### src/ipfd_pkg.sv
`default_nettype none
// ----------------------------------------------------------------------------
// ipfd_pkg
// Shared types, constants and timing helpers for the IR pulse frame decoder.
// ----------------------------------------------------------------------------
package ipfd_pkg;

    localparam int DUR_W        = 15;
    localparam int FRAME_PAIRS  = 18;
    localparam int PAYLOAD_BITS = 16;
    localparam int COUNT_W      = 5;
    localparam int CFG_IDX_W    = 4;
    localparam int S_DATA_W     = 32;
    localparam int M_DATA_W     = 24;

    typedef enum logic [1:0] {
        ST_DECODED    = 2'd0,
        ST_LEADER_BAD = 2'd1,
        ST_BAD_LENGTH = 2'd2
    } status_t;

    typedef enum logic [CFG_IDX_W-1:0] {
        REG_LEAD_MARK  = 4'd0,
        REG_LEAD_SPACE = 4'd1,
        REG_ZERO_MARK  = 4'd2,
        REG_ZERO_SPACE = 4'd3,
        REG_ONE_MARK   = 4'd4,
        REG_ONE_SPACE  = 4'd5,
        REG_TOLERANCE  = 4'd6,
        REG_INVERT     = 4'd7
    } cfg_reg_t;

    // classified pulse pair, front to back
    typedef struct packed {
        logic leader_fit;
        logic one_bit;
        logic last;
    } pair_class_t;

    // strict window: t - m < d < t + m, never when m > t
    function automatic logic near_target(
        input logic [DUR_W-1:0] d,
        input logic [DUR_W-1:0] t,
        input logic [DUR_W-1:0] m
    );
        logic [DUR_W:0] lo;
        logic [DUR_W:0] hi;
        lo = {1'b0, t} - {1'b0, m};
        hi = {1'b0, t} + {1'b0, m};
        if (m > t)
            return 1'b0;
        return ({1'b0, d} > lo) && ({1'b0, d} < hi);
    endfunction

endpackage
`default_nettype wire

### src/ipfd_front.sv
`default_nettype none
// ----------------------------------------------------------------------------
// ipfd_front
// Holds the timing registers and classifies each incoming pulse pair beat.
// ----------------------------------------------------------------------------
module ipfd_front
    import ipfd_pkg::*;
(
    input  wire logic                 clk,
    input  wire logic                 rst_n,
    input  wire logic                 cfg_valid,
    output logic                      cfg_ready,
    input  wire logic [CFG_IDX_W-1:0] cfg_index,
    input  wire logic [DUR_W-1:0]     cfg_data,
    input  wire logic                 s_tvalid,
    output logic                      s_tready,
    input  wire logic [S_DATA_W-1:0]  s_tdata,
    input  wire logic                 s_tlast,
    input  wire logic                 q_full,
    output logic                      q_push,
    output pair_class_t               q_push_data
);

    logic [DUR_W-1:0] lead_mark_reg;
    logic [DUR_W-1:0] lead_space_reg;
    logic [DUR_W-1:0] zero_mark_reg;
    logic [DUR_W-1:0] zero_space_reg;
    logic [DUR_W-1:0] one_mark_reg;
    logic [DUR_W-1:0] one_space_reg;
    logic [DUR_W-1:0] tol_reg;
    logic             invert_reg;

    logic             first_level;
    logic [DUR_W-1:0] first_duration;
    logic             second_level;
    logic [DUR_W-1:0] second_duration;
    logic             level_ok;
    logic             lead_fit;
    logic             zero_fit;
    logic             one_fit;

    assign cfg_ready = 1'b1;

    always_ff @(posedge clk or negedge rst_n)
    begin
        if (!rst_n)
        begin
            lead_mark_reg  <= '0;
            lead_space_reg <= '0;
            zero_mark_reg  <= '0;
            zero_space_reg <= '0;
            one_mark_reg   <= '0;
            one_space_reg  <= '0;
            tol_reg        <= '0;
            invert_reg     <= 1'b0;
        end
        else if (cfg_valid)
        begin
            unique case (cfg_reg_t'(cfg_index))
                REG_LEAD_MARK:  lead_mark_reg  <= cfg_data;
                REG_LEAD_SPACE: lead_space_reg <= cfg_data;
                REG_ZERO_MARK:  zero_mark_reg  <= cfg_data;
                REG_ZERO_SPACE: zero_space_reg <= cfg_data;
                REG_ONE_MARK:   one_mark_reg   <= cfg_data;
                REG_ONE_SPACE:  one_space_reg  <= cfg_data;
                REG_TOLERANCE:  tol_reg        <= cfg_data;
                REG_INVERT:     invert_reg     <= cfg_data[0];
                default:        ;
            endcase
        end
    end

    assign first_level     = s_tdata[0];
    assign first_duration  = s_tdata[15:1];
    assign second_level    = s_tdata[16];
    assign second_duration = s_tdata[31:17];

    assign level_ok = (first_level == invert_reg) && (second_level != invert_reg);
    assign lead_fit = level_ok
                    && near_target(first_duration, lead_mark_reg, tol_reg)
                    && near_target(second_duration, lead_space_reg, tol_reg);
    assign zero_fit = level_ok
                    && near_target(first_duration, zero_mark_reg, tol_reg)
                    && near_target(second_duration, zero_space_reg, tol_reg);
    assign one_fit  = level_ok
                    && near_target(first_duration, one_mark_reg, tol_reg)
                    && near_target(second_duration, one_space_reg, tol_reg);

    assign s_tready               = !q_full;
    assign q_push                 = s_tvalid && !q_full;
    assign q_push_data.leader_fit = lead_fit;
    assign q_push_data.one_bit    = one_fit && !zero_fit;
    assign q_push_data.last       = s_tlast;

endmodule
`default_nettype wire

### src/ipfd_queue.sv
`default_nettype none
// ----------------------------------------------------------------------------
// ipfd_queue
// Two-entry queue of classified pairs between front and back.
// ----------------------------------------------------------------------------
module ipfd_queue
    import ipfd_pkg::*;
(
    input  wire logic        clk,
    input  wire logic        rst_n,
    input  wire logic        push,
    input  wire pair_class_t push_data,
    output logic             full,
    input  wire logic        pop,
    output logic             pop_valid,
    output pair_class_t      pop_data
);

    pair_class_t entry_reg [2];
    logic        wr_ptr_reg;
    logic        rd_ptr_reg;
    logic [1:0]  count_reg;
    logic [1:0]  count_next;

    assign full      = (count_reg == 2'd2);
    assign pop_valid = (count_reg != 2'd0);
    assign pop_data  = entry_reg[rd_ptr_reg];

    always_comb
    begin
        count_next = count_reg;
        if (push && !pop)
            count_next = count_reg + 2'd1;
        else if (pop && !push)
            count_next = count_reg - 2'd1;
    end

    always_ff @(posedge clk)
    begin
        if (push)
            entry_reg[wr_ptr_reg] <= push_data;
    end

    always_ff @(posedge clk or negedge rst_n)
    begin
        if (!rst_n)
        begin
            wr_ptr_reg <= 1'b0;
            rd_ptr_reg <= 1'b0;
            count_reg  <= 2'd0;
        end
        else
        begin
            if (push)
                wr_ptr_reg <= !wr_ptr_reg;
            if (pop)
                rd_ptr_reg <= !rd_ptr_reg;
            count_reg <= count_next;
        end
    end

endmodule
`default_nettype wire

### src/ipfd_back.sv
`default_nettype none
// ----------------------------------------------------------------------------
// ipfd_back
// Frame state: counts pairs, collects payload bits, registers the result beat.
// ----------------------------------------------------------------------------
module ipfd_back
    import ipfd_pkg::*;
(
    input  wire logic                clk,
    input  wire logic                rst_n,
    input  wire logic                q_valid,
    input  wire pair_class_t         q_data,
    output logic                     q_pop,
    output logic                     m_tvalid,
    input  wire logic                m_tready,
    output logic [M_DATA_W-1:0]      m_tdata
);

    localparam logic [COUNT_W-1:0] COUNT_MAX  = '1;
    localparam logic [COUNT_W-1:0] LAST_COUNT = COUNT_W'(FRAME_PAIRS - 1);
    localparam logic [COUNT_W-1:0] BITS_TOP   = COUNT_W'(PAYLOAD_BITS);

    logic [COUNT_W-1:0]      pair_count_reg;
    logic [COUNT_W-1:0]      pair_count_next;
    logic                    leader_good_reg;
    logic                    leader_good_next;
    logic [PAYLOAD_BITS-1:0] bit_shift_reg;
    logic [PAYLOAD_BITS-1:0] bit_shift_next;
    logic                    m_valid_reg;
    logic                    m_valid_next;
    logic [M_DATA_W-1:0]     m_data_reg;
    logic [M_DATA_W-1:0]     m_data_next;
    logic [3:0]              bit_pos;
    status_t                 status;
    logic [7:0]              address;
    logic [7:0]              command;

    assign q_pop   = q_valid && (!q_data.last || !m_valid_reg || m_tready);
    assign bit_pos = 4'(pair_count_reg - COUNT_W'(1));

    always_comb
    begin
        status  = ST_DECODED;
        address = bit_shift_reg[7:0];
        command = bit_shift_reg[15:8];
        if (pair_count_reg != LAST_COUNT)
        begin
            status  = ST_BAD_LENGTH;
            address = '0;
            command = '0;
        end
        else if (!leader_good_reg)
        begin
            status  = ST_LEADER_BAD;
            address = '0;
            command = '0;
        end
    end

    always_comb
    begin
        pair_count_next  = pair_count_reg;
        leader_good_next = leader_good_reg;
        bit_shift_next   = bit_shift_reg;
        m_valid_next     = m_valid_reg && !m_tready;
        m_data_next      = m_data_reg;
        if (q_pop)
        begin
            if (pair_count_reg == '0)
                leader_good_next = q_data.leader_fit;
            else if (pair_count_reg <= BITS_TOP)
                bit_shift_next = bit_shift_reg
                               | (PAYLOAD_BITS'(q_data.one_bit) << bit_pos);
            if (pair_count_reg != COUNT_MAX)
                pair_count_next = pair_count_reg + COUNT_W'(1);
            if (q_data.last)
            begin
                m_valid_next     = 1'b1;
                m_data_next      = {6'b0, command, address, status};
                pair_count_next  = '0;
                leader_good_next = 1'b0;
                bit_shift_next   = '0;
            end
        end
    end

    always_ff @(posedge clk or negedge rst_n)
    begin
        if (!rst_n)
        begin
            pair_count_reg  <= '0;
            leader_good_reg <= 1'b0;
            bit_shift_reg   <= '0;
            m_valid_reg     <= 1'b0;
        end
        else
        begin
            pair_count_reg  <= pair_count_next;
            leader_good_reg <= leader_good_next;
            bit_shift_reg   <= bit_shift_next;
            m_valid_reg     <= m_valid_next;
        end
    end

    always_ff @(posedge clk)
    begin
        m_data_reg <= m_data_next;
    end

    assign m_tvalid = m_valid_reg;
    assign m_tdata  = m_data_reg;

endmodule
`default_nettype wire

### src/ir_pulse_frame_decoder.sv
`default_nettype none
// ----------------------------------------------------------------------------
// ir_pulse_frame_decoder
// Decodes infrared frames given as a stream of captured pulse pairs.
// ----------------------------------------------------------------------------
// One pulse pair beat is taken per clock while the queue has room; the pair is
// classified against the timing registers in the cycle it is accepted, passes a
// two-entry queue, and is folded into the frame state by the back end, one pair
// per cycle unless stalled by the output. The result beat (status, address,
// command) is registered when the back end takes the frame's last pair with the
// output free, and is held until taken; input beats flow on while it waits,
// until the next frame's last pair reaches the back end and the queue fills.
// Configuration writes are always ready and take effect on the next cycle.
module ir_pulse_frame_decoder
    import ipfd_pkg::*;
(
    input  wire logic                 clk,
    input  wire logic                 rst_n,
    input  wire logic                 cfg_valid,
    output logic                      cfg_ready,
    input  wire logic [CFG_IDX_W-1:0] cfg_index,
    input  wire logic [DUR_W-1:0]     cfg_data,
    input  wire logic                 s_tvalid,
    output logic                      s_tready,
    // first_level, first_duration[14:0], second_level, second_duration[14:0]
    input  wire logic [S_DATA_W-1:0]  s_tdata,
    input  wire logic                 s_tlast,
    output logic                      m_tvalid,
    input  wire logic                 m_tready,
    // status[1:0], address[7:0], command[7:0], zero pad[5:0]
    output logic [M_DATA_W-1:0]       m_tdata
);

    logic        q_push;
    pair_class_t q_push_data;
    logic        q_full;
    logic        q_pop;
    logic        q_valid;
    pair_class_t q_data;

    ipfd_front u_front (
        .clk         (clk),
        .rst_n       (rst_n),
        .cfg_valid   (cfg_valid),
        .cfg_ready   (cfg_ready),
        .cfg_index   (cfg_index),
        .cfg_data    (cfg_data),
        .s_tvalid    (s_tvalid),
        .s_tready    (s_tready),
        .s_tdata     (s_tdata),
        .s_tlast     (s_tlast),
        .q_full      (q_full),
        .q_push      (q_push),
        .q_push_data (q_push_data)
    );

    ipfd_queue u_queue (
        .clk       (clk),
        .rst_n     (rst_n),
        .push      (q_push),
        .push_data (q_push_data),
        .full      (q_full),
        .pop       (q_pop),
        .pop_valid (q_valid),
        .pop_data  (q_data)
    );

    ipfd_back u_back (
        .clk      (clk),
        .rst_n    (rst_n),
        .q_valid  (q_valid),
        .q_data   (q_data),
        .q_pop    (q_pop),
        .m_tvalid (m_tvalid),
        .m_tready (m_tready),
        .m_tdata  (m_tdata)
    );

endmodule
`default_nettype wire

### config.mk
export PLATFORM = sky130hd
export DESIGN_NAME = ir_pulse_frame_decoder
export DESIGN_NICKNAME = d
export VERILOG_FILES = /design/src/ipfd_pkg.sv /design/src/ipfd_front.sv /design/src/ipfd_queue.sv /design/src/ipfd_back.sv /design/src/ir_pulse_frame_decoder.sv
export SDC_FILE = /design/constraint.sdc
export NUM_CORES = 1
export LEC_CHECK = 0
export BUFFER_PORTS_ARGS = -buffer_cell sky130_fd_sc_hd__buf_2
export CAP_MARGIN = 20
export CORE_ASPECT_RATIO = 0.9
export CORE_MARGIN = 4
export CORE_UTILIZATION = 58
export CTS_CLUSTER_DIAMETER = 200
export DETAILED_ROUTE_END_ITERATION = 7
export MAX_ROUTING_LAYER = met4
export PLACE_DENSITY = 0.79
export RECOVER_POWER = 50
export SLEW_MARGIN = 20
export SYNTH_ARGS = -nofsm -noshare
export SYNTH_HDL_FRONTEND = slang
export SYNTH_SLANG_ARGS = --single-unit
### constraint.sdc
create_clock -name clk -period 4.7 [get_ports clk]
set_input_delay 0.705 -clock clk [delete_from_list [all_inputs] [get_ports clk]]
set_output_delay 0.705 -clock clk [all_outputs]
set_load 0.02 [all_outputs]
# Word-level counts from Yosys, hierarchy flattened
# Memory sizes are Yosys's and may differ from the RTL's.
# Cells that the tools add are included.
# word_totals
in_bits	57
output_inout_bits	27
mem_bits_rw	6
reg_bits	151
n_memories	1
elab_cells	151
# classes
reduce_logical	50
magnitude_cmp	19
shifts	1
eq_ne	13
n_addsub	16
muxes	32
bitwise	2
# memory_table
memory	depth	word_bits	read_ports	rd_ports_with_merged_regs	wr	line_no	text
u_queue.entry_reg	2	3	1	0	1	ipfd_queue.sv:19	pair_class_t entry_reg [2];
# ops
operator	count
15-bit by 15-bit adder with 16-bit output	6
15-bit by 16-bit greater-than comparator with 1-bit output	6
15-bit by 16-bit < comparator with 1-bit output	6
15-bit by 15-bit subtractor with 16-bit output	6
15-bit greater-than comparator	6
16-bit 2-to-1 mux	3
1-bit 2-to-1 mux	25
2-bit AND reduction	11
1-bit logical AND	19
4-bit by 3-bit equality test with 1-bit output, second input constant	4
16-bit bitwise OR	1
1-bit by 4-bit left shift with 16-bit output	1
5-bit 2-to-1 mux	2
5-bit != test, second input constant	2
2-bit nonzero test	5
1-bit logical NOT	9
4-bit by 2-bit equality test with 1-bit output, second input constant	2
5-bit by 1-bit adder with 5-bit output, second input constant	1
5-bit <= comparator, second input constant	1
5-bit logical NOT	1
4-bit by 1-bit equality test with 1-bit output, second input constant	1
4-bit logical NOT	1
2-bit 2-to-1 mux	2
4-bit by 1-bit subtractor with 4-bit output, second input constant	1
other kinds (10)	11

# Depth between registers and ports, before layout
# depth
depth_word	8
depth_mapped	20
mapped_depth_nobuf	20

# Modules after synthesis
# Synthesis repeated with hierarchy kept, for this count alone.
# hier_totals
cells_unflattened	1993
hier_area_um2	17837.1
# by_module_without_submodules
module	instances	area_each_um2	cells_per_inst
ipfd_front	1	15499.9	1794
ipfd_back	1	1931.9	174
ipfd_queue	1	405.4	25

# Worst setup path before layout
# OpenSTA, ideal clock, no wires.
# synth_path
kind	register -> register
start	register u_front.tol_reg[1]
end	memory u_queue.entry_reg[0][1] (netlist bit) (data pin)
required_time_ns	4.436
n_path_buf	0
setup_slack_ns	0.019
synth_period_minus_slack_ns	4.681
setup_time_ns	0.264
stages_incl_launch_ff	19
t_arrival_ns	4.418
cell_sequence	dfrtp_1 > inv_1 > fa_1 > a21o_1 > a221oi_2 > o2111a_1 > o21bai_1 > a21oi_2 > o21bai_1 > a21oi_1 > xor2_1 > ha_1 > nand3_1 > or4_1 > o2111ai_1 > or4_1 > nor3_1 > o211a_1 > a211oi_2
# synth_lines
item	line_no	text
start: declaration	ipfd_front.sv:30	logic [DUR_W-1:0] tol_reg;
start signal: assignment	ipfd_front.sv:66	REG_TOLERANCE: tol_reg <= cfg_data;
end: declaration	ipfd_queue.sv:19	

==> results.txt <==
Syn-to-layout area delta: 8.645%
DP HPWL: 41500 µm
setup TNS: 0 ps
worst-path fanout max: 6
CTS sink cnt: 157
Final Skew: 17.67 ps
largest net degree at the start of global routing: 79
via count: 15.44k
NetSw: 6316 µW
met1 Use GR: 40.42%
Async SR Flop Fraction: 84.71%
Root Buffer: clkbuf_16
Yosys warning count: 0
Layout Cells excl Fill: 2480
first-pass GRT wire length: 79700 µm
Routability Congestion: 0.9634
endpoint type of the worst setup path: flip-flop
violated checks: capacitance limit, slew limit
Routed Wire Length: 51330 µm
synthesized area: 0.01805 mm²
Hold Fails Final Rpt: 0
fmax: 216.3 MHz
row cnt: 60
fin crit period: 4623 ps
total CTS buffers: 17
FF+latch count, synth: 157
Peak supply drop: 312.8 µV
Netlist cell types: 93
DR pass1 iterations: 6
fill count: 2531
clk_lat worst skew: 440 ps
CTS tree: done
Finish-stage setup viols: 0
share of total power in the clock network: 11.3%
GRT Max-Usage Layer: met2
core area: 0.03025 mm²
fin crit share: 98.36%
Gate power share: 72.4%
number of flops mapped to enable cells by yosys: 24
Initial Utilization: 59.66%
sequential fraction of design power: 16.3%
Worst EP arrival: 4780 ps
die area: 0.03401 mm²
max reg flops: 18
syn avg cell area: 9.015 µm²
layout cells sized above 1: 14.59%
mean routed wirelength per cell: 20.70 µm
Nets: 2493
Die W: 193.9 µm
Worst Path Required: 4860 ps
Total GRT Usage: 30.13%
CP Launch Type: flip-flop
Die Span Y: 175.4 µm
Placed Cells: 2445
leak pwr: 0.009083 µW
GRT overflow: 0
top-level I/O count: 84
Routed Antenna Nets: 0
H-Tree Depth: 4
number of DRC markers in iteration 0: 1386
RSZ-0062 raised after global routing: yes
Max-slew headroom: -44.38%
Max Cap Viol: 3
vias in the first global route: 15.18k
Max Transition Viols Final: 110
Critical Path Max Stage Delay: 590 ps
CP cell instances: buf_4 > ha_1 > fa_1 > nand2b_1 > a21oi_1 > o21ai_1 > a211oi_1 > a211o_1 > a2111oi_2 > nor3_2 > xnor2_1 > ha_1 > o21ai_0 > nand2b_1 > a21oi_1 > or3_1 > a211oi_1 > nor4_2
Slew @ Worst Pin: 2166 ps
I/O Buffers: 76
Remaining DRCs: 0
internal power: 6402 µW
HP Class: reg -> reg
outcome: finished, violations left
Vias/cell: 6.226
switching share of power: 49.66%
ANT cells: 0
FF-to-FF setup slack: 80 ps
CTS Buffer Depth: 2
dominant synthesized flop cell: dfrtp_1
grt met3 use: 3.126%
Worst-path clk slew: 80 ps
Crit-path slowest cell: a211oi_1
Crit Path Class: reg -> reg
M2 GR Usage: 49.63%
cells after synthesis: 2002
antenna violations before repair: 1
sequential area share after synthesis: 22.43%
hold-fix buffer count after cts: 0
post-route total power: 12720 µW
Pwr Density: 648.6 mW/mm²
path summary, 6_finish.rpt:
kind / from / endpoint / cells past startpoint
setup / recovery: u_front.tol_reg[0] / u_queue.entry_reg[0][2] / 18
hold / removal: u_back.bit_shift_reg[9] / u_back.bit_shift_reg[9] / 2
setup reg to reg: u_front.tol_reg[0] / u_queue.entry_reg[0][2] / 18
hold reg to reg: u_back.bit_shift_reg[9] / u_back.bit_shift_reg[9] / 2
max in group asynchronous: rst_n / u_front.lead_mark_reg[8] / 2
min in group asynchronous: rst_n / u_front.lead_space_reg[12] / 1
Yosys cell counts (9+ instances only):
| cell type | count | area, µm² |
|---|---|---|
| a2111oi_0 | 9 | 78.83 |
| a211o_1 | 10 | 87.58 |
| a211oi_1 | 21 | 157.7 |
| a21o_1 | 32 | 240.2 |
| a21oi_1 | 176 | 880.8 |
| a31oi_1 | 11 | 68.82 |
| and2_1 | 18 | 112.6 |
| and3_1 | 16 | 100.1 |
| buf_2 | 20 | 100.1 |
| buf_4 | 9 | 67.56 |
| clkbuf_1 | 47 | 176.4 |
| dfrtp_1 | 133 | 3328 |
| edfxtp_1 | 24 | 720.7 |
| fa_1 | 12 | 240.2 |
| ha_1 | 360 | 4504 |
| inv_1 | 125 | 469.2 |
| mux2_2 | 91 | 1025 |
| nand2_1 | 80 | 300.3 |
| nand2b_1 | 36 | 225.2 |
| nand3_1 | 26 | 130.1 |
| nand4_1 | 29 | 181.4 |
| nor2_1 | 145 | 544.3 |
| nor2b_1 | 35 | 219.0 |
| nor3_1 | 43 | 215.2 |
| o211ai_1 | 30 | 225.2 |
| o21a_1 | 30 | 225.2 |
| o21ai_0 | 79 | 395.4 |
| o21ai_1 | 13 | 65.06 |
| o21bai_1 | 30 | 225.2 |
| or2_2 | 10 | 62.56 |
| or3_1 | 22 | 137.6 |
| xnor2_1 | 108 | 945.9 |
| xor2_1 | 44 | 385.4 |
power by group through the flow:
stage	Sequential (µW)	Clock, µW	Combinational [µW]
floorplan	2120	0	6520
global placement	2070	0	8620
detailed placement	2090	0	8890
CTS	2070	1450	8950
global route	2120	1510	10200
finish	2080	1440	9200
per-stage QoR:
| step | utilization, % | area (µm²) | setup slack [ps] | hold WS, ps |
|---|---|---|---|---|
| final | 64.81 | 19610 | 77.08 | 491.0 |
| after global routing | 64.81 | 19610 | -61.08 | 486.1 |
| after CTS | 64.35 | 19470 | 63.97 | 357.3 |
| after detailed placement | 62.42 | 18880 | -147.0 | 474.6 |
| after global placement | 62.42 | 18880 | 118.4 | 473.6 |
| after floorplan | - | 18070 | 18.78 | 409.4 |
layout by cell type (no fill, tap or decap), types with 10 or more instances in the layout:
master	instances
nor2b_1	34
inv_1	121
xnor2_1	108
a21o_1	32
and2_1	18
xor2_1	44
o21a_1	30
mux2_2	91
o211ai_1	30
o21ai_0	79
dfrtp_1	132
nand2b_1	36
ha_1	353
a21oi_1	174
clkbuf_16	17
or3_1	22
nand4_1	29
buf_2	74
nor2_1	144
fa_1	12
nand2_1	80
or2_2	10
nand3_1	26
a211o_1	10
o21bai_1	30
buf_4	35
nor3_1	42
o21ai_1	12
a31oi_1	11
and3_1	16
edfxtp_1	24
a211oi_1	20
area by class of cell:
cell class | count | area [µm²] | share of cell area, %
Timing Repair Buffer | 116 | 664.4 | 3.388
Inverter | 126 | 486.7 | 2.482
Clock buffer | 17 | 425.4 | 2.169
Clock inverter | 15 | 155.1 | 0.7912
Multi-Input combinational cell | 1646 | 13320 | 67.94
Tap cell | 403 | 504.2 | 2.571
Sequential cell | 157 | 4050 | 20.65
kinds of logic after synthesis:
group,share of synthesized area (%)
other cells,0.04161
simple gates,13.87
flops,22.43
buf+inv,4.610
fa+ha+maj,26.29
mux,5.969
compound gates,19.41
xor+xnor,7.376
critical path, delay by kind of cell (launching register included):
family | cells | cell delay, ps
flops | 1 | 490
buf+inv | 1 | 180
simple gates | 5 | 780
compound gates | 8 | 1850
xor+xnor | 1 | 150
fa+ha+maj | 3 | 900
layer usage:
metal  wire, µm  vias up
met5          0        -
met4       1032        0
met3       3266       54
met2      24010      508
met1      23010     7520
li1           -     7358
what timing repair did:
action                     CTS  global route
resized for setup            2            32
pin swaps                    0             5
buffers inserted             0             3
setup endpoints to repair    2             4
No activity file was read; power rests on OpenSTA's default activity.
